--- config.mk ---
export PLATFORM = sky130hd
export DESIGN_NAME = adsr_ctrl
export DESIGN_NICKNAME = d
export VERILOG_FILES = /design/src/sv/adsr_pkg.sv /design/src/sv/adsr_ctrl.sv
export SDC_FILE = /design/constraint.sdc
export NUM_CORES = 1
export LEC_CHECK = 0
export BUFFER_PORTS_ARGS = -buffer_cell sky130_fd_sc_hd__buf_2
export CAP_MARGIN = 30
export CELL_PAD_IN_SITES_DETAIL_PLACEMENT = 0
export CELL_PAD_IN_SITES_GLOBAL_PLACEMENT = 1
export CORE_MARGIN = 2
export CORE_UTILIZATION = 34
export DETAILED_ROUTE_END_ITERATION = 12
export PLACE_DENSITY_LB_ADDON = 0.1
export RECOVER_POWER = 100
export SLEW_MARGIN = 15
export SYNTH_ARGS = -nofsm -noshare
export SYNTH_HDL_FRONTEND = slang
export SYNTH_SLANG_ARGS = --single-unit
--- constraint.sdc ---
create_clock -name i_clk -period 1.4 [get_ports i_clk]
set_input_delay 0.07 -clock i_clk [delete_from_list [all_inputs] [get_ports i_clk]]
set_output_delay 0.07 -clock i_clk [all_outputs]
set_load 0.03 [all_outputs]
--- src/sv/adsr_pkg.sv ---
package adsr_pkg;

    typedef enum logic [2:0] {
        PH_ATTACK  = 3'd0,
        PH_DECAY   = 3'd1,
        PH_SUSTAIN = 3'd2,
        PH_RELEASE = 3'd3,
        PH_END     = 3'd4
    } t_phase;

    localparam logic [1:0] KIND_ADVANCE  = 2'd0;
    localparam logic [1:0] KIND_NOTE_ON  = 2'd1;
    localparam logic [1:0] KIND_NOTE_OFF = 2'd2;

    localparam logic [2:0] CFG_ATTACK  = 3'd0;
    localparam logic [2:0] CFG_DECAY   = 3'd1;
    localparam logic [2:0] CFG_SUSTAIN = 3'd2;
    localparam logic [2:0] CFG_RELEASE = 3'd3;
    localparam logic [2:0] CFG_SUS_LVL = 3'd4;
    localparam logic [2:0] CFG_SQUARE  = 3'd5;

    localparam int GAIN_BITS = 15;
    localparam int FRAC_BITS = 16;
    localparam int ACC_BITS  = GAIN_BITS + FRAC_BITS;
    localparam int INC_BITS  = 32;
    localparam int CNT_BITS  = 24;

    localparam logic [GAIN_BITS-1:0] FULL_Q15 = 15'h7FFF;

    typedef enum logic [3:0] {
        OP_NONE,
        OP_START_ATTACK,
        OP_START_DECAY,
        OP_START_RELEASE,
        OP_ENTER_SUSTAIN,
        OP_ENTER_END,
        OP_CLR_REM,
        OP_TRIM,
        OP_ACCUM,
        OP_SQUARE,
        OP_LOAD_OUT
    } t_op;

    typedef struct packed {
        t_op op;
    } t_cmd;

    typedef struct packed {
        t_phase phase;
        logic   rem_zero;
        logic   sus_hold;
        logic   square_on;
        logic   div_busy;
        logic   out_full;
    } t_sts;

endpackage

--- src/sv/adsr_ctrl.sv ---
module adsr_ctrl (
    input  logic            i_clk,
    input  logic            i_rst_n,
    input  logic            i_valid,
    input  logic [1:0]      i_kind,
    output logic            o_ready,
    input  logic            i_out_ready,
    input  adsr_pkg::t_sts  i_sts,
    output adsr_pkg::t_cmd  o_cmd
);

    typedef enum logic [2:0] {
        S_IDLE,
        S_DISPATCH,
        S_ADV_CHK,
        S_SETTLE,
        S_DIV_WAIT,
        S_ACCUM,
        S_SQUARE,
        S_FINISH
    } t_state;

    t_state          r_state;
    logic [1:0]      r_kind;
    logic            r_adv;
    adsr_pkg::t_cmd  r_cmd;

    always_ff @(posedge i_clk) begin
        if (!i_rst_n) begin
            r_state  <= S_IDLE;
            r_kind   <= adsr_pkg::KIND_ADVANCE;
            r_adv    <= 1'b0;
            r_cmd.op <= adsr_pkg::OP_NONE;
        end else begin
            r_cmd.op <= adsr_pkg::OP_NONE;
            unique case (r_state)
                S_IDLE: begin
                    if (i_valid) begin
                        r_kind  <= i_kind;
                        r_state <= S_DISPATCH;
                    end
                end
                S_DISPATCH: begin
                    r_adv <= 1'b0;
                    case (r_kind)
                        adsr_pkg::KIND_ADVANCE: begin
                            r_adv   <= 1'b1;
                            r_state <= S_ADV_CHK;
                        end
                        adsr_pkg::KIND_NOTE_ON: begin
                            r_cmd.op <= adsr_pkg::OP_START_ATTACK;
                            r_state  <= S_SETTLE;
                        end
                        adsr_pkg::KIND_NOTE_OFF: begin
                            r_cmd.op <= adsr_pkg::OP_START_RELEASE;
                            r_state  <= S_SETTLE;
                        end
                        default: r_state <= S_FINISH;
                    endcase
                end
                S_ADV_CHK: begin
                    if (i_sts.phase == adsr_pkg::PH_END) begin
                        r_cmd.op <= adsr_pkg::OP_CLR_REM;
                        r_state  <= S_FINISH;
                    end else if (!i_sts.rem_zero ||
                                 (i_sts.phase == adsr_pkg::PH_SUSTAIN && i_sts.sus_hold)) begin
                        r_cmd.op <= adsr_pkg::OP_TRIM;
                        r_state  <= S_ACCUM;
                    end else begin
                        r_state <= S_SETTLE;
                        case (i_sts.phase)
                            adsr_pkg::PH_ATTACK:  r_cmd.op <= adsr_pkg::OP_START_DECAY;
                            adsr_pkg::PH_DECAY:   r_cmd.op <= adsr_pkg::OP_ENTER_SUSTAIN;
                            adsr_pkg::PH_SUSTAIN: r_cmd.op <= adsr_pkg::OP_START_RELEASE;
                            default:              r_cmd.op <= adsr_pkg::OP_ENTER_END;
                        endcase
                    end
                end
                S_SETTLE: begin
                    r_state <= S_DIV_WAIT;
                end
                S_DIV_WAIT: begin
                    if (!i_sts.div_busy) begin
                        r_state <= r_adv ? S_ADV_CHK : S_FINISH;
                    end
                end
                S_ACCUM: begin
                    r_cmd.op <= adsr_pkg::OP_ACCUM;
                    r_state  <= S_SQUARE;
                end
                S_SQUARE: begin
                    if (i_sts.square_on) begin
                        r_cmd.op <= adsr_pkg::OP_SQUARE;
                    end
                    r_state <= S_FINISH;
                end
                S_FINISH: begin
                    if (!i_sts.out_full || i_out_ready) begin
                        r_cmd.op <= adsr_pkg::OP_LOAD_OUT;
                        r_state  <= S_IDLE;
                    end
                end
                default: r_state <= S_IDLE;
            endcase
        end
    end

    assign o_ready = r_state == S_IDLE;
    assign o_cmd   = r_cmd;

endmodule

Yosys cells after proc, flatten, opt, wreduce, memory -nomap -nowiden

Cells that the tools add are included.

Reduce and logical (&&, ||, !) cells: 11
Equality and inequality tests: 15
Mux-type cells: 16

Operators with widths:

| operator             | count |
|---|---|
| $mux W3              | 8 |
| $pmux W3 S8          | 1 |
| $pmux W4 S5          | 1 |
| $eq A3 B3 Y1 const B | 5 |
| $eq A3 B2 Y1 const B | 3 |
| $pmux W3 S3          | 1 |
| $mux W4              | 2 |
| $eq A3 B1 Y1 const B | 2 |
| $logic_not A3 Y1     | 2 |
| $ne A2 B2 Y1 const B | 3 |
| $pmux W3 S2          | 1 |
| $pmux W2 S2          | 1 |
| $reduce_and A3 Y1    | 1 |
| $eq A2 B1 Y1 const B | 1 |
| $eq A2 B2 Y1 const B | 1 |
| $logic_not A1 Y1     | 2 |
| $logic_not A2 Y1     | 1 |
| $logic_or A1 B1 Y1   | 2 |
| $reduce_and A2 Y1    | 1 |
| $reduce_or A2 Y1     | 1 |
| $logic_and A1 B1 Y1  | 1 |
| $mux W1              | 1 |

Register bits after elaboration: 10

Depth between registers and ports, before layout

Depth after elaboration: 6
Mapped depth: 6
Gate-level depth less buffers: 5

Worst setup path before layout

No wires, ideal clock.

Path kind: reg2reg
Start: register r_state[1]
End: register r_kind[0]
Slack: -0.345 ns
Path buffers: 1
Arrival time: 1.627 ns
Setup time: 0.118 ns
Clock period less this slack: 1.745 ns
Stages on the path, launching flop included: 6
Path through: dfxtp_1 -> clkbuf_2 -> nor3_1 -> nand2_1 -> nand2_1 -> a21oi_1

Longest elaborated chain between the ends: 2

Ends and longest elaborated chain:

| what                               | line            | source |
|---|---|---|
| start, declared                    | adsr_ctrl.sv:23 | `t_state r_state;` |
| start signal, assigned             | adsr_ctrl.sv:84 | `r_state <= r_adv ? S_ADV_CHK : S_FINISH;` |
| $logic_not A3 Y1                   | -               |  |
| net o_ready                        | adsr_ctrl.sv:6  | `output logic o_ready,` |
| $reduce_and A2 Y1 (no source line) | -               |  |
| end signal, assigned               | adsr_ctrl.sv:31 | `r_kind <= adsr_pkg::KIND_ADVANCE;` |
| end signal, assigned               | adsr_ctrl.sv:39 | `r_kind <= i_kind;` |
| end, declared                      | adsr_ctrl.sv:24 | `logic [1:0] r_kind;` |

The timed path passes the listed nets, and every way through them passes these cells.
A chain may end at the register's enable or synchronous reset.

Worst setup path in the final report

Start: register r_state[1]
End: output port o_ready

Longest elaborated chain between the ends: 1

Ends and longest elaborated chain:

| what             | line             | source |
|---|---|---|
| $logic_not A3 Y1 | adsr_ctrl.sv:108 | `assign o_ready = r_state == S_IDLE;` |
| end, declared    | adsr_ctrl.sv:6   |  |

Every way passes these cells.

==> results.json <==
{
  "avgRoutedWirePerCell_um": 11.63,
  "setup.worst_path.class": "register to output port",
  "ys_types": 26,
  "worstMarginPinSlew_ns": 0.3642,
  "numClockSinks": 10,
  "remaining_drc_errors": 0,
  "rows": 15,
  "ctsHoldBuffers": 0,
  "routabilityCongestion": 0.7909,
  "numCtsBuffers": 3,
  "crit_required_ns": 1.33,
  "hold_path.startpoint": "i_sts[4]",
  "syn-num-nets": 104,
  "grt_max_degree": 12,
  "dieArea_sq_um": 2243,
  "fill_cells": 195,
  "yosys_warnings": 0,
  "ios": 19,
  "drt_first_iter_violations": 13,
  "layout.nets": 128,
  "viasPerCell": 5.119,
  "tritoncts": "done",
  "grt_pass1_vias": 584,
  "r2r_cells": 5,
  "drive_gt1_share_pct": 23.85,
  "power.density_nw_per_um2": 972.7,
  "track_usage_pct": 16.20,
  "slew_headroom_pct": 75.82,
  "die-height_um": 47.37,
  "root_buffer": "clkbuf_4",
  "reg2reg_from": "r_state[2]",
  "seq_area_frac_synth_pct": 31.31,
  "die_w_um": 47.37,
  "firstDrtPassIters": 4,
  "multiInputGateArea_sq_um": 406.6,
  "drtAntennaViolNets": 0,
  "synth_cells": 87,
  "coreArea_sq_um": 1745,
  "cap_violations": 0,
  "synth-seq-cells": 10,
  "hold_viol": 0,
  "vdd_ir_drop_max_uv": 451.6,
  "via_count": 686,
  "clk_path_buf_depth": 2,
  "antenna_found_initial": 0,
  "arrival_ns": 1.28,
  "diodes": 0,
  "clock_latency_ns": 0.26,
  "utilization_pct": 46.60,
  "clk_pin_slew_ns": 0.06,
  "netlist_area_sq_um": 639.4,
  "reg2reg_setup_slack_ns": 0.06,
  "hold_path_class": "input pin to register",
  "hpwl_um": 1221,
  "status": "finished clean",
  "finalClockSkew_ns": 0.004209,
  "setup_tns_ns": 0,
  "r2r_end": "r_state[2]",
  "fin_crit_sh_pct": 96.75,
  "gr-total-overflow": 0,
  "postSynthAreaPerCell_sq_um": 7.349,
  "area_delta_synth_final_pct": 27.20,
  "rsz0062_at_grt": "false",
  "leakage_uw": 0.0003291,
  "cp_max_fo": 11,
  "endpoint": "o_ready",
  "layout_common_cells": "nand2_1, buf_2, dfxtp_1",
  "grt_first_pass_wirelength_um": 2504,
  "regArea_sq_um": 205.2,
  "setup_violations": 0,
  "max_freq_ghz": 0.7383,
  "finalCriticalPeriod_ns": 1.354,
  "place.port_buffers": 18,
  "startpoint_type": "register",
  "crit_start": "r_state[1]",
  "cp-end-kind": "output port",
  "drt_wl_total_um": 1558,
  "htreeDepth": 1,
  "report.final.slew_viol_count": 0,
  "start_util_pct": 36.63
}
layer usage:
layer	global-route usage [%]	share of wire [%]	vias up
met5	0	0	-
met4	10.00	2.6	0
met3	3.462	4.7	6
met2	21.08	40	19
met1	23.64	52	307
li1	-	-	354
worst min-delay path by stage:
stage	end	slack, ns	depth (start not counted)
final	o_cmd[2]	0.04	2
after global routing	o_cmd[2]	0.04	2
after CTS	o_cmd[2]	0.02	2
after detailed placement	o_cmd[2]	0.31	2
after global placement	o_cmd[2]	0.30	2
after floorplan	o_cmd[2]	0.17	1
critical path: stages, from the launching register on:
cell	delay (ns)
dfxtp_4	0.38
buf_4	0.16
nor3_2	0.16
buf_4	0.16
buf_4	0.16
registers in the layout, indices dropped and copies added, names as in the netlist:
register  count
r_kind        2
r_adv         1
r_state       3
o_cmd         4
per-stage QoR:
| stage | std cells | setup slack, ns | total power (uW) | instance area [sq um] | hold slack (ns) |
|---|---|---|---|---|---|
| final | 134 | 0.04553 | 791.1 | 813.3 | 0.03600 |
| after global routing | 134 | 0.005090 | 840.5 | 813.3 | 0.03816 |
| after CTS | 134 | 0.003756 | 789.0 | 810.8 | 0.02414 |
| after detailed placement | 131 | 0.06230 | 587.7 | 785.8 | 0.3056 |
| after global placement | 131 | 0.09044 | 588.7 | 785.8 | 0.3034 |
| after floorplan | 87 | 0.01308 | 499.0 | 644.4 | 0.1679 |
layout make-up:
type | count | area share, %
sequential | 10 | 25.23
multi-input combinational | 67 | 50.00
timing repair buffer | 24 | 15.85
tap | 25 | 3.846
inverter | 5 | 2.308
clock buffer | 3 | 2.769
synthesized netlist by cell type (all sizes together):
cell type	count	area share (%)
a2bb2o	1	1.6
nor2b	5	4.9
o31ai	1	1.2
nand3b	1	1.2
buf	4	3.1
ha	3	5.9
nand4	1	0.98
nor3b	1	2.0
a311oi	2	2.7
inv	5	2.9
clkbuf	1	0.78
dfxtp	10	31
a21oi	5	3.9
a31oi	5	4.9
nand2	13	7.6
nor3	2	1.6
o21ai	5	3.9
nand3	6	4.7
nand2b	2	2.0
nor2	7	4.1
mux2i	1	1.6
a21o	1	1.2
a221oi	1	1.4
or4	1	1.2
o21a	2	2.3
a211oi	1	1.2
kinds of logic (layout without fill, tap and decap cells):
group | after synthesis | in the layout | share of synthesized area [%]
AND/OR/NAND/NOR | 39 | 39 | 30.14
AO/OA/AOI/OAI | 24 | 24 | 24.27
flip-flops | 10 | 10 | 31.31
buffers and inverters | 10 | 32 | 6.849
adder cells (fa/ha/maj) | 3 | 3 | 5.871
multiplexers | 1 | 1 | 1.566
power breakdown:
part | total (uW) | switching [uW] | internal, uW
logic | 252 | 137 | 115
clock network | 199 | 100 | 99.3
registers | 340 | 31.5 | 308
total | 791 | 269 | 522
what timing repair did:
item / 4_1_cts / 5_1_grt
pin swaps: 0 / 0
gates resized for setup: 2 / 4
setup buffers: 0 / 0
setup endpoints to repair: 1 / 2
No activity file was read; power rests on OpenSTA's default activity.
